$ cat src/hw/rtl/pfg_pkg.sv
// Shared constants and fixed-point helpers for the particle force generator.
// No dependencies.
package pfg_pkg;

  localparam int SQRT_STAGES = 8;
  localparam int SQRT_STEPS  = 32 / SQRT_STAGES;
  localparam int DIV_STAGES  = 4;
  localparam int DIV_STEPS   = 32 / DIV_STAGES;

  localparam logic [2:0] MODE_GRAVITY  = 3'd0;
  localparam logic [2:0] MODE_DRAG     = 3'd1;
  localparam logic [2:0] MODE_SPRING   = 3'd2;
  localparam logic [2:0] MODE_ANCHORED = 3'd3;
  localparam logic [2:0] MODE_BUNGEE   = 3'd4;

  localparam logic [2:0] REG_FORCE_MODE      = 3'd0;
  localparam logic [2:0] REG_SPRING_CONSTANT = 3'd1;
  localparam logic [2:0] REG_REST_LENGTH     = 3'd2;
  localparam logic [2:0] REG_DRAG_LINEAR     = 3'd3;
  localparam logic [2:0] REG_DRAG_QUADRATIC  = 3'd4;
  localparam logic [2:0] REG_GRAVITY_X       = 3'd5;
  localparam logic [2:0] REG_GRAVITY_Y       = 3'd6;
  localparam logic [2:0] REG_GRAVITY_Z       = 3'd7;

  localparam logic signed [31:0] I32_MAX = 32'sh7FFF_FFFF;
  localparam logic signed [31:0] I32_MIN = 32'sh8000_0000;

  function automatic logic signed [31:0] sat32(input logic signed [65:0] v);
    if (v > 66'(I32_MAX)) return I32_MAX;
    if (v < 66'(I32_MIN)) return I32_MIN;
    return v[31:0];
  endfunction

  // Q16.16 product scale: divide by 65536 toward zero, then saturate.
  function automatic logic signed [31:0] mulq(input logic signed [63:0] p);
    logic signed [65:0] q;
    q = 66'($signed(p[63:16]));
    if (p[63] && (p[15:0] != 16'd0)) q = q + 66'sd1;
    return sat32(q);
  endfunction

endpackage

$ cat src/hw/rtl/pfg_div.sv
// Pipelined restoring divider: 63-bit numerator by 32-bit divisor, 32-bit
// quotient, for numerators below divisor * 2^32. Depends on pfg_pkg.
module pfg_div (
  input  logic        clk,
  input  logic        adv,
  input  logic [62:0] num,
  input  logic [31:0] den,
  output logic [31:0] quo
);

  logic [31:0] r_s [pfg_pkg::DIV_STAGES];
  logic [31:0] n_s [pfg_pkg::DIV_STAGES];
  logic [31:0] q_s [pfg_pkg::DIV_STAGES];
  logic [31:0] d_s [pfg_pkg::DIV_STAGES];

  for (genvar g = 0; g < pfg_pkg::DIV_STAGES; g++) begin : g_stage
    logic [31:0] r_in, n_in, q_in, d_in, r_out, n_out, q_out;
    if (g == 0) begin : g_first
      assign r_in = {1'b0, num[62:32]};
      assign n_in = num[31:0];
      assign q_in = '0;
      assign d_in = den;
    end else begin : g_next
      assign r_in = r_s[g-1];
      assign n_in = n_s[g-1];
      assign q_in = q_s[g-1];
      assign d_in = d_s[g-1];
    end
    always_comb begin
      logic [32:0] part;
      logic        ge;
      r_out = r_in;
      n_out = n_in;
      q_out = q_in;
      part = '0;
      ge = 1'b0;
      for (int k = 0; k < pfg_pkg::DIV_STEPS; k++) begin
        part = {r_out, n_out[31]};
        n_out = {n_out[30:0], 1'b0};
        ge = (part >= {1'b0, d_in});
        if (ge) part = part - {1'b0, d_in};
        r_out = part[31:0];
        q_out = {q_out[30:0], ge};
      end
    end
    always_ff @(posedge clk) begin
      if (adv) begin
        r_s[g] <= r_out;
        n_s[g] <= n_out;
        q_s[g] <= q_out;
        d_s[g] <= d_in;
      end
    end
  end

  assign quo = q_s[pfg_pkg::DIV_STAGES-1];

endmodule

$ cat config.mk
export PLATFORM = sky130hd
export DESIGN_NAME = pfg_div
export DESIGN_NICKNAME = d
export VERILOG_FILES = /design/src/hw/rtl/pfg_pkg.sv /design/src/hw/rtl/pfg_div.sv
export SDC_FILE = /design/constraint.sdc
export NUM_CORES = 2
export LEC_CHECK = 0
export BUFFER_PORTS_ARGS = -buffer_cell sky130_fd_sc_hd__buf_2
export CORE_MARGIN = 2
export CORE_UTILIZATION = 35
export DETAILED_ROUTE_END_ITERATION = 7
export PLACE_DENSITY = 0.53
export RECOVER_POWER = 25
export SLEW_MARGIN = 5
export SYNTH_ARGS = -nofsm -noshare
export SYNTH_HDL_FRONTEND = slang
export SYNTH_SLANG_ARGS = --single-unit
export TNS_END_PERCENT = 1
$ cat constraint.sdc
create_clock -name clk -period 35.8 [get_ports clk]
set_input_delay 3.58 -clock clk [delete_from_list [all_inputs] [get_ports clk]]
set_output_delay 3.58 -clock clk [all_outputs]
set_load 0.02 [all_outputs]
* Word level (Yosys, flattened, before mapping)
Memories as Yosys holds them, arrays and structs flattened. Cells that the tools add are included.
Operators by class: bitwise operators 0, shift-type cells 0, add/subtract/negate cells 32, multiplexer cells 34, $lt $le $gt $ge 32, multiply operators 0, equal/unequal tests 0, div/mod/pow operators 0, reduce and logical (&&, ||, !) cells 0
Operator list (count):
- 32-bit two-way mux | 32
- 32-bit subtractor | 32
- 33-bit by 32-bit greater-or-equal comparator with 1-bit output | 31
- 32-bit greater-or-equal comparator | 1
- 1-bit two-way mux | 2
Word-level totals: bits in writable memories 480, bits in read-only memories 0, latch bits 0, register bits 0, logic and storage cells 102, output and inout bits 32, memories kept 4
Memory list:
- d_s | words 4, bits a word 32, rd ports 3, clocked after memory_dff 0, wr ports 4, line pfg_div.sv:14 | logic [31:0] d_s [pfg_pkg::DIV_STAGES];
- q_s | words 4, bits a word 32, rd ports 4, clocked after memory_dff 0, wr ports 4, line pfg_div.sv:13 | logic [31:0] q_s [pfg_pkg::DIV_STAGES];
- r_s | words 4, bits a word 32, rd ports 3, clocked after memory_dff 0, wr ports 4, line pfg_div.sv:11 | logic [31:0] r_s [pfg_pkg::DIV_STAGES];
- n_s | words 4, bits a word 24, rd ports 3, clocked after memory_dff 0, wr ports 4, line pfg_div.sv:12 | logic [31:0] n_s [pfg_pkg::DIV_STAGES];

* Longest topological paths before layout
An unclocked memory read counts as a cell.
depth in word-level cells 17, depth in mapped cells 139, gate-level depth less buffers 128

* Worst setup path after synthesis
No wires, ideal clock.
path kind input -> register, from in num[31], to mem r_s[0][1] (data pin), data arrival time 28940 ps, cell stages on the path 125, setup time 261 ps, data required time 35539 ps, path buffers 16, slack 6599 ps, cell sequence inv_1 -> ha_1 -> inv_1 -> fa_1 -> a211oi_1 -> o21ai_0 -> a21oi_1 -> o21ai_1 -> o211a_1 -> nor2_1 -> clkbuf_1 -> clkbuf_1 -> clkbuf_1 -> nand2_1 -> o21ai_0 -> ha_1 -> a211oi_1 -> nor2_1 -> (+89 left out) -> o21ai_0 -> a21oi_1 -> o21ai_0 -> a21boi_0 -> o21ai_0 -> a21oi_1 -> o21ai_0 -> a21oi_1 -> a211oi_1 -> nor4_1 -> o31a_1 -> nor3_1 -> o21a_1 -> nor3b_2 -> nand2b_1 -> buf_6 -> inv_4 -> a221o_1
RTL lines:
- start, declared | line pfg_div.sv:6 | input logic [62:0] num,
- end, declared | line pfg_div.sv:11

==> results.py <==
metrics = {
    "clocking": {
        "cts_buffers": 46,
        "clkLatencyLatePin_ns": 0.69,
        "cts.path.max_buffers": 3,
        "holdBufCountCts": 0,
        "tritoncts": "yes",
        "cts_sinks": 320,
        "root_buffer": "clkbuf_16",
        "htreeDepth": 2,
        "clkTransAtPathRegs_ns": 0.06,
    },
    "place": {
        "placedInstanceArea_um2": 73400,
        "io_buffer_count": 128,
        "globalplace.congestion": 0.962,
        "place_hpwl_um": 203000,
        "pre_cts_slack_ns": 1.21,
    },
    "setup_path": {
        "cp-startpoint": "d_s[0][29]$_DFFE_PP_",
        "crit_type": "reg2reg",
        "crit_top_cell": "o21ai_0",
        "cp.arrival_ns": 33.98,
        "r2r_start": "d_s[0][29]$_DFFE_PP_",
        "ff2ff_setup_slack_ns": 2.24,
        "crit_buf_inv": 14,
        "critPathTopFamily": "compound AO/OA/AOI/OAI gates",
        "critPathMaxStageDelay_ns": 0.91,
        "setup.worst_path.end_class": "flip-flop",
        "critPathSlowestCell": "nor4_1",
        "start_kind": "flip-flop",
        "worstReg2RegEnd": "r_s[1][24]$_DFFE_PP_",
        "rr_worst_depth": 113,
        "critical_path_depth": 113,
        "worstPathMaxFanout": 50,
        "cp.required_ns": 36.22,
        "critical_path.endpoint": "r_s[1][24]$_DFFE_PP_",
    },
    "grt": {
        "track_usage": 0.235,
        "grt_max_degree": 71,
        "grt_antenna_before_repair": 8,
        "gr-total-overflow": 0,
        "grt_pass1_vias": 62360,
        "grt_pass1_wl_um": 373000,
    },
    "route": {
        "post_drt_wl_per_cell_um": 21.6,
        "antenna_left": 0,
        "viasPerCell": 5.75,
        "dr.pass1.iters": 6,
        "drc": 0,
        "drtIter0Drc": 4731,
        "postRouteWirelength_um": 248000,
        "dr_total_vias": 66171,
    },
    "cells_and_area": {
        "final_cell_area_um2": 75000,
        "regArea_um2": 9610,
        "final_nets": 9977,
        "area_delta_synth_final_pct": 7.95,
        "layout-drive-gt1-share": 0.110,
        "multi_input_comb_area_um2": 57300,
        "fillers": 20426,
    },
    "sta": {
        "fmax_ghz": 0.0298,
        "slew_viol_final": 0,
        "post-route-period-util": 0.937,
        "fin_skew_ns": 0.0486,
        "worstMarginPinSlew_ns": 1.09,
        "fin_ws_ns": 2.24,
        "period_needed_ns": 33.56,
        "relSlewSlack": 0.257,
        "rsz0062_at_grt": "yes",
        "setup_viol": 0,
        "final_hold_viol_count": 0,
    },
    "hold_path": {
        "hold_class": "reg2reg",
        "min_from": "q_s[0][7]$_DFFE_PP_",
    },
    "synth": {
        "ys_ff_latch": 320,
        "synth_edf_count": 320,
        "yosysWarnings": 0,
        "syn_nets": 9865,
        "synthFlopType": "edfxtp_1",
        "synth_seq_area_share": 0.138,
        "ys_types": 109,
        "synthesis.area_um2": 69500,
        "async_flop_share": 0,
        "syn_area_per_cell_um2": 7.97,
        "syn-instance-count": 8713,
    },
    "run_status": {
        "outcome": "finished clean",
    },
    "flow_run": {
        "drv_cap": 0,
    },
    "die": {
        "die_h_um": 450,
        "fp.coreArea_um2": 197000,
        "die_area_um2": 202000,
        "core.rowCount": 163,
        "initial_utilization": 0.352,
        "die_w_um": 450,
        "ioPinCount": 129,
    },
}
-- cell families after synthesis --
logic type	synth area share
AO/OA/AOI/OAI	0.259
XOR/XNOR	0.0956
adder cells (fa/ha/maj)	0.193
buffers and inverters	0.0380
flip-flops	0.138
multiplexers	0.106
AND/OR/NAND/NOR	0.170
-- cell usage in the layout, fill, tap and decap left out, types with 187 or more instances in the layout --
cell type	n
nand3_1	187
nor2_1	638
mux2_2	515
a21oi_1	843
o21ai_0	631
xor2_1	242
xnor2_1	516
edfxtp_1	320
a21o_1	363
inv_1	488
ha_1	1024
nand2_1	660
-- per-layer routing --
metal	track usage	share of wire
met5	0	0.000052
met4	0.0965	0.045
met3	0.0249	0.051
met2	0.387	0.45
met1	0.313	0.45
-- layout make-up --
class | instances | share of cell area
inverter | 507 | 0.0256
clock inverter | 31 | 0.00477
sequential | 320 | 0.128
antenna | 5 | 0.000167
multi-input combinational | 7725 | 0.763
clock buffer | 51 | 0.0156
tap | 2640 | 0.0440
timing repair buffer | 225 | 0.0184
-- flip-flops by register name, summed over array words and instances (netlist names) --
name,count
q_s,80
r_s,96
n_s,48
d_s,96
-- synth_stat cells, types with 54 or more instances --
| cell type | number | area (µm²) |
|---|---|---|
| a21o_1 | 363 | 2730 |
| o211ai_1 | 54 | 405 |
| ha_1 | 1024 | 12800 |
| o31ai_1 | 56 | 420 |
| a211oi_1 | 81 | 608 |
| a21oi_1 | 843 | 4220 |
| nand2b_1 | 136 | 851 |
| clkbuf_1 | 86 | 323 |
| nand2_1 | 660 | 2480 |
| xor2_1 | 242 | 2120 |
| a21boi_0 | 70 | 526 |
| mux2_2 | 515 | 5800 |
| nor2b_1 | 143 | 895 |
| nand4_1 | 152 | 951 |
| nor2_1 | 639 | 2400 |
| o21bai_1 | 121 | 908 |
| a31oi_1 | 78 | 488 |
| edfxtp_1 | 320 | 9610 |
| o21ai_0 | 635 | 3180 |
| nand3_1 | 187 | 936 |
| xnor2_1 | 516 | 4520 |
| or3_1 | 63 | 394 |
| inv_1 | 489 | 1840 |
| and3_1 | 89 | 557 |
| o21a_1 | 135 | 1010 |
| mux2i_1 | 56 | 561 |
| nor3_1 | 153 | 766 |
-- through the flow --
stage                     utilization  TNS [ns]  cells  hold slack (ns)
after floorplan                     -         0   8713            0.400
after global placement          0.372         0  11416            0.402
after detailed placement        0.372         0  11416            0.405
after CTS                       0.380         0  11498            0.408
after global routing            0.380     -1.33  11500            0.411
final                           0.380         0  11504            0.407
-- what timing repair did --
item / 4_1_cts / 5_1_grt
setup buffers: 0 / 1
gates resized for setup: 0 / 16
endpoints found under the setup margin: 0 / 66
-- worst min path at each step --
stage	endpoint	slack, ns	depth (start not counted)
finish	q_s[1][15]$_DFFE_PP_	0.41	0
global route	q_s[1][15]$_DFFE_PP_	0.41	0
CTS	q_s[2][13]$_DFFE_PP_	0.41	0
detailed placement	q_s[1][15]$_DFFE_PP_	0.41	0
global placement	q_s[2][16]$_DFFE_PP_	0.40	0
floorplan	n_s[1][10]$_DFFE_PP_	0.40	0
Power is left out: the tool's default activity adds up to more than one toggle a clock period on the data nets, which glitch-free logic cannot reach.
