**src/hw/rtl/pfg_pkg.sv**
```systemverilog
// Shared constants and fixed-point helpers for the particle force generator.
// No dependencies.
package pfg_pkg;

  localparam int SQRT_STAGES = 8;
  localparam int SQRT_STEPS  = 32 / SQRT_STAGES;
  localparam int DIV_STAGES  = 4;
  localparam int DIV_STEPS   = 32 / DIV_STAGES;

  localparam logic [2:0] MODE_GRAVITY  = 3'd0;
  localparam logic [2:0] MODE_DRAG     = 3'd1;
  localparam logic [2:0] MODE_SPRING   = 3'd2;
  localparam logic [2:0] MODE_ANCHORED = 3'd3;
  localparam logic [2:0] MODE_BUNGEE   = 3'd4;

  localparam logic [2:0] REG_FORCE_MODE      = 3'd0;
  localparam logic [2:0] REG_SPRING_CONSTANT = 3'd1;
  localparam logic [2:0] REG_REST_LENGTH     = 3'd2;
  localparam logic [2:0] REG_DRAG_LINEAR     = 3'd3;
  localparam logic [2:0] REG_DRAG_QUADRATIC  = 3'd4;
  localparam logic [2:0] REG_GRAVITY_X       = 3'd5;
  localparam logic [2:0] REG_GRAVITY_Y       = 3'd6;
  localparam logic [2:0] REG_GRAVITY_Z       = 3'd7;

  localparam logic signed [31:0] I32_MAX = 32'sh7FFF_FFFF;
  localparam logic signed [31:0] I32_MIN = 32'sh8000_0000;

  function automatic logic signed [31:0] sat32(input logic signed [65:0] v);
    if (v > 66'(I32_MAX)) return I32_MAX;
    if (v < 66'(I32_MIN)) return I32_MIN;
    return v[31:0];
  endfunction

  // Q16.16 product scale: divide by 65536 toward zero, then saturate.
  function automatic logic signed [31:0] mulq(input logic signed [63:0] p);
    logic signed [65:0] q;
    q = 66'($signed(p[63:16]));
    if (p[63] && (p[15:0] != 16'd0)) q = q + 66'sd1;
    return sat32(q);
  endfunction

endpackage

```
**src/hw/rtl/pfg_isqrt.sv**
```systemverilog
// Pipelined 64-bit integer square root, SQRT_STEPS result bits per stage.
// Depends on pfg_pkg.
module pfg_isqrt (
  input  logic        clk,
  input  logic        adv,
  input  logic [63:0] value,
  output logic [31:0] root
);

  logic [63:0] n_s [pfg_pkg::SQRT_STAGES];
  logic [63:0] r_s [pfg_pkg::SQRT_STAGES];

  for (genvar g = 0; g < pfg_pkg::SQRT_STAGES; g++) begin : g_stage
    logic [63:0] n_in, r_in, n_out, r_out;
    if (g == 0) begin : g_first
      assign n_in = value;
      assign r_in = '0;
    end else begin : g_next
      assign n_in = n_s[g-1];
      assign r_in = r_s[g-1];
    end
    always_comb begin
      logic [63:0] one_bit;
      logic [63:0] trial;
      n_out = n_in;
      r_out = r_in;
      one_bit = '0;
      trial = '0;
      for (int k = 0; k < pfg_pkg::SQRT_STEPS; k++) begin
        one_bit = 64'd1 << (62 - 2 * (g * pfg_pkg::SQRT_STEPS + k));
        trial = r_out + one_bit;
        if (n_out >= trial) begin
          n_out = n_out - trial;
          r_out = (r_out >> 1) + one_bit;
        end else begin
          r_out = r_out >> 1;
        end
      end
    end
    always_ff @(posedge clk) begin
      if (adv) begin
        n_s[g] <= n_out;
        r_s[g] <= r_out;
      end
    end
  end

  assign root = r_s[pfg_pkg::SQRT_STAGES-1][31:0];

endmodule

```
**config.mk**
```make
export PLATFORM = sky130hd
export DESIGN_NAME = pfg_isqrt
export DESIGN_NICKNAME = d
export VERILOG_FILES = /design/src/hw/rtl/pfg_pkg.sv /design/src/hw/rtl/pfg_isqrt.sv
export SDC_FILE = /design/constraint.sdc
export NUM_CORES = 2
export LEC_CHECK = 0
export ABC_AREA = 1
export BUFFER_PORTS_ARGS = -buffer_cell sky130_fd_sc_hd__buf_2
export CORE_ASPECT_RATIO = 0.7
export CORE_MARGIN = 2
export CORE_UTILIZATION = 27
export CTS_BUF_LIST = sky130_fd_sc_hd__clkbuf_8 sky130_fd_sc_hd__clkbuf_16
export DETAILED_ROUTE_END_ITERATION = 6
export PLACE_DENSITY = 0.45
export SLEW_MARGIN = 20
export SYNTH_ARGS = -nofsm -noshare
export SYNTH_HDL_FRONTEND = slang
export SYNTH_SLANG_ARGS = --single-unit
```
**constraint.sdc**
```tcl
create_clock -name clk -period 9.2 [get_ports clk]
set_input_delay 1.38 -clock clk [delete_from_list [all_inputs] [get_ports clk]]
set_output_delay 1.38 -clock clk [all_outputs]
set_load 0.05 [all_outputs]
```
### Yosys cells after proc, flatten, opt, wreduce, memory -nomap -nowiden

Memories as Yosys holds them, arrays and structs flattened.
Cells that the tools add are included.

| cells by class | value |
|---|---|
| $add $sub $neg | 94 |
| magnitude comparators | 32 |
| muxes and demuxes | 66 |

Operator list:

| operator | number |
|---|---|
| $mux W64 | 63 |
| $ge A64 B64 Y1 | 31 |
| $sub A64 B64 Y64 | 31 |
| $add A63 B1 Y64 const B | 1 |
| $add A63 B11 Y64 const B | 1 |
| $add A63 B13 Y64 const B | 1 |
| $add A63 B15 Y64 const B | 1 |
| $add A63 B17 Y64 const B | 1 |
| $add A63 B19 Y64 const B | 1 |
| $add A63 B21 Y64 const B | 1 |
| $add A63 B23 Y64 const B | 1 |
| $add A63 B25 Y64 const B | 1 |
| $add A63 B27 Y64 const B | 1 |
| $add A63 B29 Y64 const B | 1 |
| $add A63 B3 Y64 const B | 1 |
| $add A63 B31 Y64 const B | 1 |
| $add A63 B33 Y64 const B | 1 |
| $add A63 B35 Y64 const B | 1 |
| $add A63 B37 Y64 const B | 1 |
| $add A63 B39 Y64 const B | 1 |
| $add A63 B41 Y64 const B | 1 |
| $add A63 B43 Y64 const B | 1 |
| $add A63 B45 Y64 const B | 1 |
| $add A63 B47 Y64 const B | 1 |
| 45 further kinds | 46 |

| storage, ports and cells | value |
|---|---|
| flip-flop bits (word level) | 0 |
| memory bits (writable) | 1024 |
| input bits | 66 |
| output and inout port bits | 32 |
| logic and storage cells | 194 |
| memories kept | 2 |

Memory list:

| name | words | bits a word | rd ports | clocked after Yosys merged registers in | write ports | RTL line | RTL |
|---|---|---|---|---|---|---|---|
| n_s | 8 | 64 | 7 | 0 | 8 | pfg_isqrt.sv:10 | `logic [63:0] n_s [pfg_pkg::SQRT_STAGES];` |
| r_s | 8 | 64 | 8 | 0 | 8 | pfg_isqrt.sv:11 | `logic [63:0] r_s [pfg_pkg::SQRT_STAGES];` |

### Longest topological paths before layout

An unclocked memory read counts as a cell.

| depth | value |
|---|---|
| depth in word-level cells | 13 |
| depth in mapped cells | 70 |

### Least setup slack after synthesis

No wires, ideal clock.

| timing | value |
|---|---|
| path type | reg2reg |
| start point | memory r_s[5][39], in the netlist r_s[1][103] |
| end point | memory n_s[6][13], data pin |
| setup time | 0.253 ns |
| arrival | 8.385 ns |
| required time | 8.947 ns |
| setup slack | 0.563 ns |
| cell stages (with the launch flop) | 66 |
| clock period less this slack | 8.637 ns |
| cell sequence | edfxtp_1 -> inv_1 -> ha_1 -> a21oi_1 -> inv_1 -> a21oi_1 -> nand2_1 -> nor2_1 -> nand2_1 -> a21oi_1 -> clkbuf_1 -> clkbuf_1 -> o21ai_0 -> ha_1 -> nand2_1 -> nor2_1 -> inv_1 -> nor2_1 -> [... 30 more ...] -> inv_1 -> ha_1 -> nand2_1 -> nor2_1 -> inv_1 -> nor2_1 -> inv_1 -> nor3_1 -> nand4_1 -> nor2_1 -> nand2_1 -> nand2_1 -> nor2_2 -> nand2_4 -> inv_4 -> buf_6 -> nand2_1 -> nand2_1 |

RTL lines:

| item | RTL line |
|---|---|
| start: declaration | pfg_isqrt.sv:11 |
| end: declaration | pfg_isqrt.sv:10 |

==> Implementation_results.wiki <==
{| class="wikitable"
! Metric !! Value
|-
| Worst hold margin || 0.4369 ns
|-
| Initial DRC Count || 10440
|-
| Post-synth EDFFs || 592
|-
| Worst-Skew Late Latency || 0.69 ns
|-
| Dpl hpwl || 357500 µm
|-
| Last weighted congestion value of the routability-driven placer || 1.025
|-
| Die outline area || 0.3057 mm²
|-
| Buffer depth of the longest clock path || 3
|-
| Fraction of registers with async set/reset || 0%
|-
| Number of buffers inserted during clock tree synthesis || 67
|-
| Hold crit path type || reg2reg
|-
| Arrival time reported for the critical path endpoint || 9.38 ns
|-
| Endpoint type of the worst setup path || flip-flop
|-
| Max-cap viol count || 0
|-
| Post-route DRC || 0
|-
| Number of clock sinks || just under 600
|-
| Final hold violation count || 0
|-
| First drt pass iteration count || 7
|-
| Post-CTS Hold Buffers || 0
|-
| Cell with the most instances on the worst path || sky130_fd_sc_hd__nand2_1
|-
| Layout cell share with drive strength beyond 1 || 18.68%
|-
| Vertical die dimension || approximately 460 µm
|-
| Worst setup SP type || flip-flop
|-
| Endpoint required time on the critical path || 9.71 ns
|-
| Root Driver || sky130_fd_sc_hd__clkbuf_16
|-
| Cell family contributing the most delay on the critical path || simple AND/OR/NAND/NOR gates
|-
| CP Max Fanout || 10
|-
| Actual transition at the worst max-transition pin || 0.9680 ns
|-
| Average footprint of a synthesized cell || 5.962 µm²
|-
| Pin count of the biggest net entering global routing || 143
|-
| Post-Synthesis Net Count || about 14000
|-
| Slowest cell on crit path || sky130_fd_sc_hd__edfxtp_1
|-
| Pins Over Slew Limit || 0
|-
| Total GRT Usage || 25.62%
|-
| Final setup TNS || 0 ns
|-
| Chip Width || 660.0 µm
|-
| CTS tree || built
|-
| Mapped cell area || about 0.081 mm²
|-
| Final Skew || 0.04477 ns
|-
| Starting utilization of the core area || 27.15%
|-
| Peak per-stage delay on the critical path || between 0.5 and 0.6 ns
|-
| Global-route wire length before repair || about 600000 µm
|-
| Path type of the worst setup path || reg2reg
|-
| Top achievable clock speed || 112.7 MHz
|-
| Row Count || 168
|-
| Synth warnings || 0
|-
| Post-Route WL || 409700 µm
|-
| Gate count of the mapped netlist || 13640
|-
| Crit path buf inv count || 15
|-
| Net count, final || 16460
|-
| Vias in the first global route || 87340
|-
| Worst slew margin || 35.47%
|-
| Share of the clock period used by the worst path || 96.43%
|-
| Number of antenna violations at the first check in global routing || 2
|-
| WL/cell || 20.63 µm
|-
| Setup-violating endpoint count in the final report || 0
|-
| Min Clock Period, post-route || 8.871 ns
|-
| Total number of vias || about 100000
|-
| Portion of the post-synthesis area used by sequential elements || 21.86%
|-
| Total congestion overflow after global routing || 0
|-
| Maximum level of the CTS H-tree || 3
|-
| Ports || 98
|-
| Avg Vias per Cell || 4.903
|-
| Ys flop type || sky130_fd_sc_hd__edfxtp_1
|-
| Status || complete, no violations
|-
| Clock-pin slew on the worst setup and hold paths || 0.07 ns
|-
| Post-synthesis register bit count || approximately 590
|-
| Port buffer count || 97
|-
| ANT nets after route || 0
|-
| Relative area change from synthesis to final layout || 31.28%
|-
| Core footprint || roughly 0.30 mm²
|-
| Netlist cell types || 63
|}
-- worst register-to-register path: cells and delay by family, from the launching register on --
| family | cells | cell delay [ns] |
|---|---|---|
| compound gates | 7 | 1.21 |
| xor+xnor | 2 | 0.45 |
| fa+ha+maj | 4 | 1.39 |
| buf+inv | 15 | 1.81 |
| flops | 1 | 0.55 |
| simple gates | 29 | 3.28 |
-- area by class of cell --
class,count,area (µm²)
tap,3995,4999
sequential,592,17780
timing repair inverter,1,7.507
antenna,2,5.005
fill,33520,192800
clock inverter,52,426.7
inverter,2124,8025
timing repair buffer,2259,17410
multi-input combinational,10770,56420
clock buffer,68,1702
-- kinds of logic after synthesis --
logic type	synth area share (%)
and+or+nand+nor	40.61
buffers and inverters	10.94
AOI/OAI and AO/OA	12.15
DFF	21.86
adders and majority gates	8.892
xor gates and xnor gates	5.532
muxes	0.01231
-- cell usage in the layout, fill, tap and decap left out, types with 97 or more instances in the layout --
master,n
sky130_fd_sc_hd__nand3_1,984
sky130_fd_sc_hd__a21oi_2,105
sky130_fd_sc_hd__ha_1,536
sky130_fd_sc_hd__inv_1,2056
sky130_fd_sc_hd__nand2_1,4018
sky130_fd_sc_hd__o21ai_1,188
sky130_fd_sc_hd__xnor2_1,292
sky130_fd_sc_hd__nand4_1,323
sky130_fd_sc_hd__edfxtp_1,592
sky130_fd_sc_hd__nor2_1,1835
sky130_fd_sc_hd__nand2_2,97
sky130_fd_sc_hd__xor2_1,215
sky130_fd_sc_hd__a21oi_1,642
sky130_fd_sc_hd__o21ai_0,534
sky130_fd_sc_hd__nand3b_1,113
sky130_fd_sc_hd__buf_4,2097
sky130_fd_sc_hd__nor3_1,164
-- registers in the layout, summed over array words and instances, names as in the netlist --
| signal | count |
|---|---|
| n_s | 448 |
| r_s | 144 |
-- what timing repair did --
item,in CTS,in global routing
gates cloned,0,9
pin swaps,1,86
resized for setup,55,594
buffers inserted,7,67
endpoints found under the setup margin,132,219
-- through the flow --
step                utilization (%)  instance area (µm²)  instances  setup WS [ns]
floorplan                         -                81330      13640         0.5626
global placement              34.02               101900      19660        -0.6370
detailed placement            34.02               101900      19660        -0.6671
CTS                           34.79               104200      19780       0.001983
global route                  35.64               106800      19860       -0.04404
finish                        35.64               106800      19860         0.3287
-- path summary, 6_finish.rpt --
check,from,endpoint,slack (ns),cells after the start
setup reg to reg,r_s[1][94],n_s[6][55],0.33,57
hold / removal,n_s[1][30],n_s[2][30],0.44,0
hold reg to reg,n_s[1][30],n_s[2][30],0.44,0
setup / recovery,r_s[1][94],n_s[6][55],0.33,57
-- cells in the mapped netlist, types with 20 or more instances --
master                        n  area, µm²
sky130_fd_sc_hd__nand2_1   4087      15340
sky130_fd_sc_hd__xor2_1     217       1901
sky130_fd_sc_hd__inv_1     2094       7860
sky130_fd_sc_hd__buf_6       30      337.8
sky130_fd_sc_hd__o21a_1      64      480.5
sky130_fd_sc_hd__inv_2       23      86.33
sky130_fd_sc_hd__nand3b_1   113      848.3
sky130_fd_sc_hd__nor2_1    1890       7094
sky130_fd_sc_hd__nand4_1    323       2021
sky130_fd_sc_hd__edfxtp_1   592      17780
sky130_fd_sc_hd__a21oi_1    745       3729
sky130_fd_sc_hd__o21ai_0    692       3463
sky130_fd_sc_hd__a31oi_1    104      650.6
sky130_fd_sc_hd__nor4_1      68      425.4
sky130_fd_sc_hd__buf_2       39      195.2
sky130_fd_sc_hd__nand3_1    988       4945
sky130_fd_sc_hd__xnor2_1    293       2566
sky130_fd_sc_hd__ha_1       578       7232
sky130_fd_sc_hd__and2_1      36      225.2
sky130_fd_sc_hd__nand2_2     39      244.0
sky130_fd_sc_hd__nand3_2     20      200.2
sky130_fd_sc_hd__clkbuf_1    65      244.0
sky130_fd_sc_hd__o21bai_1    35      262.8
sky130_fd_sc_hd__or2_2       22      137.6
sky130_fd_sc_hd__o211ai_1    36      270.3
sky130_fd_sc_hd__nor2_2      47      294.0
sky130_fd_sc_hd__nor3_1     170      850.8
sky130_fd_sc_hd__o21ai_1     65      325.3
-- metal layers --
layer | GRT usage [%] | wire length, µm | vias to the layer above
met5 | 0.3598 | 152 | -
met4 | 4.086 | 7171 | 2
met3 | 3.698 | 33590 | 249
met2 | 34.53 | 153800 | 3469
met1 | 41.98 | 215000 | 44920
li1 | - | - | 48730
Power is not shown: default switching activity piles up to over one toggle a cycle in this logic, so the estimate is an artifact.
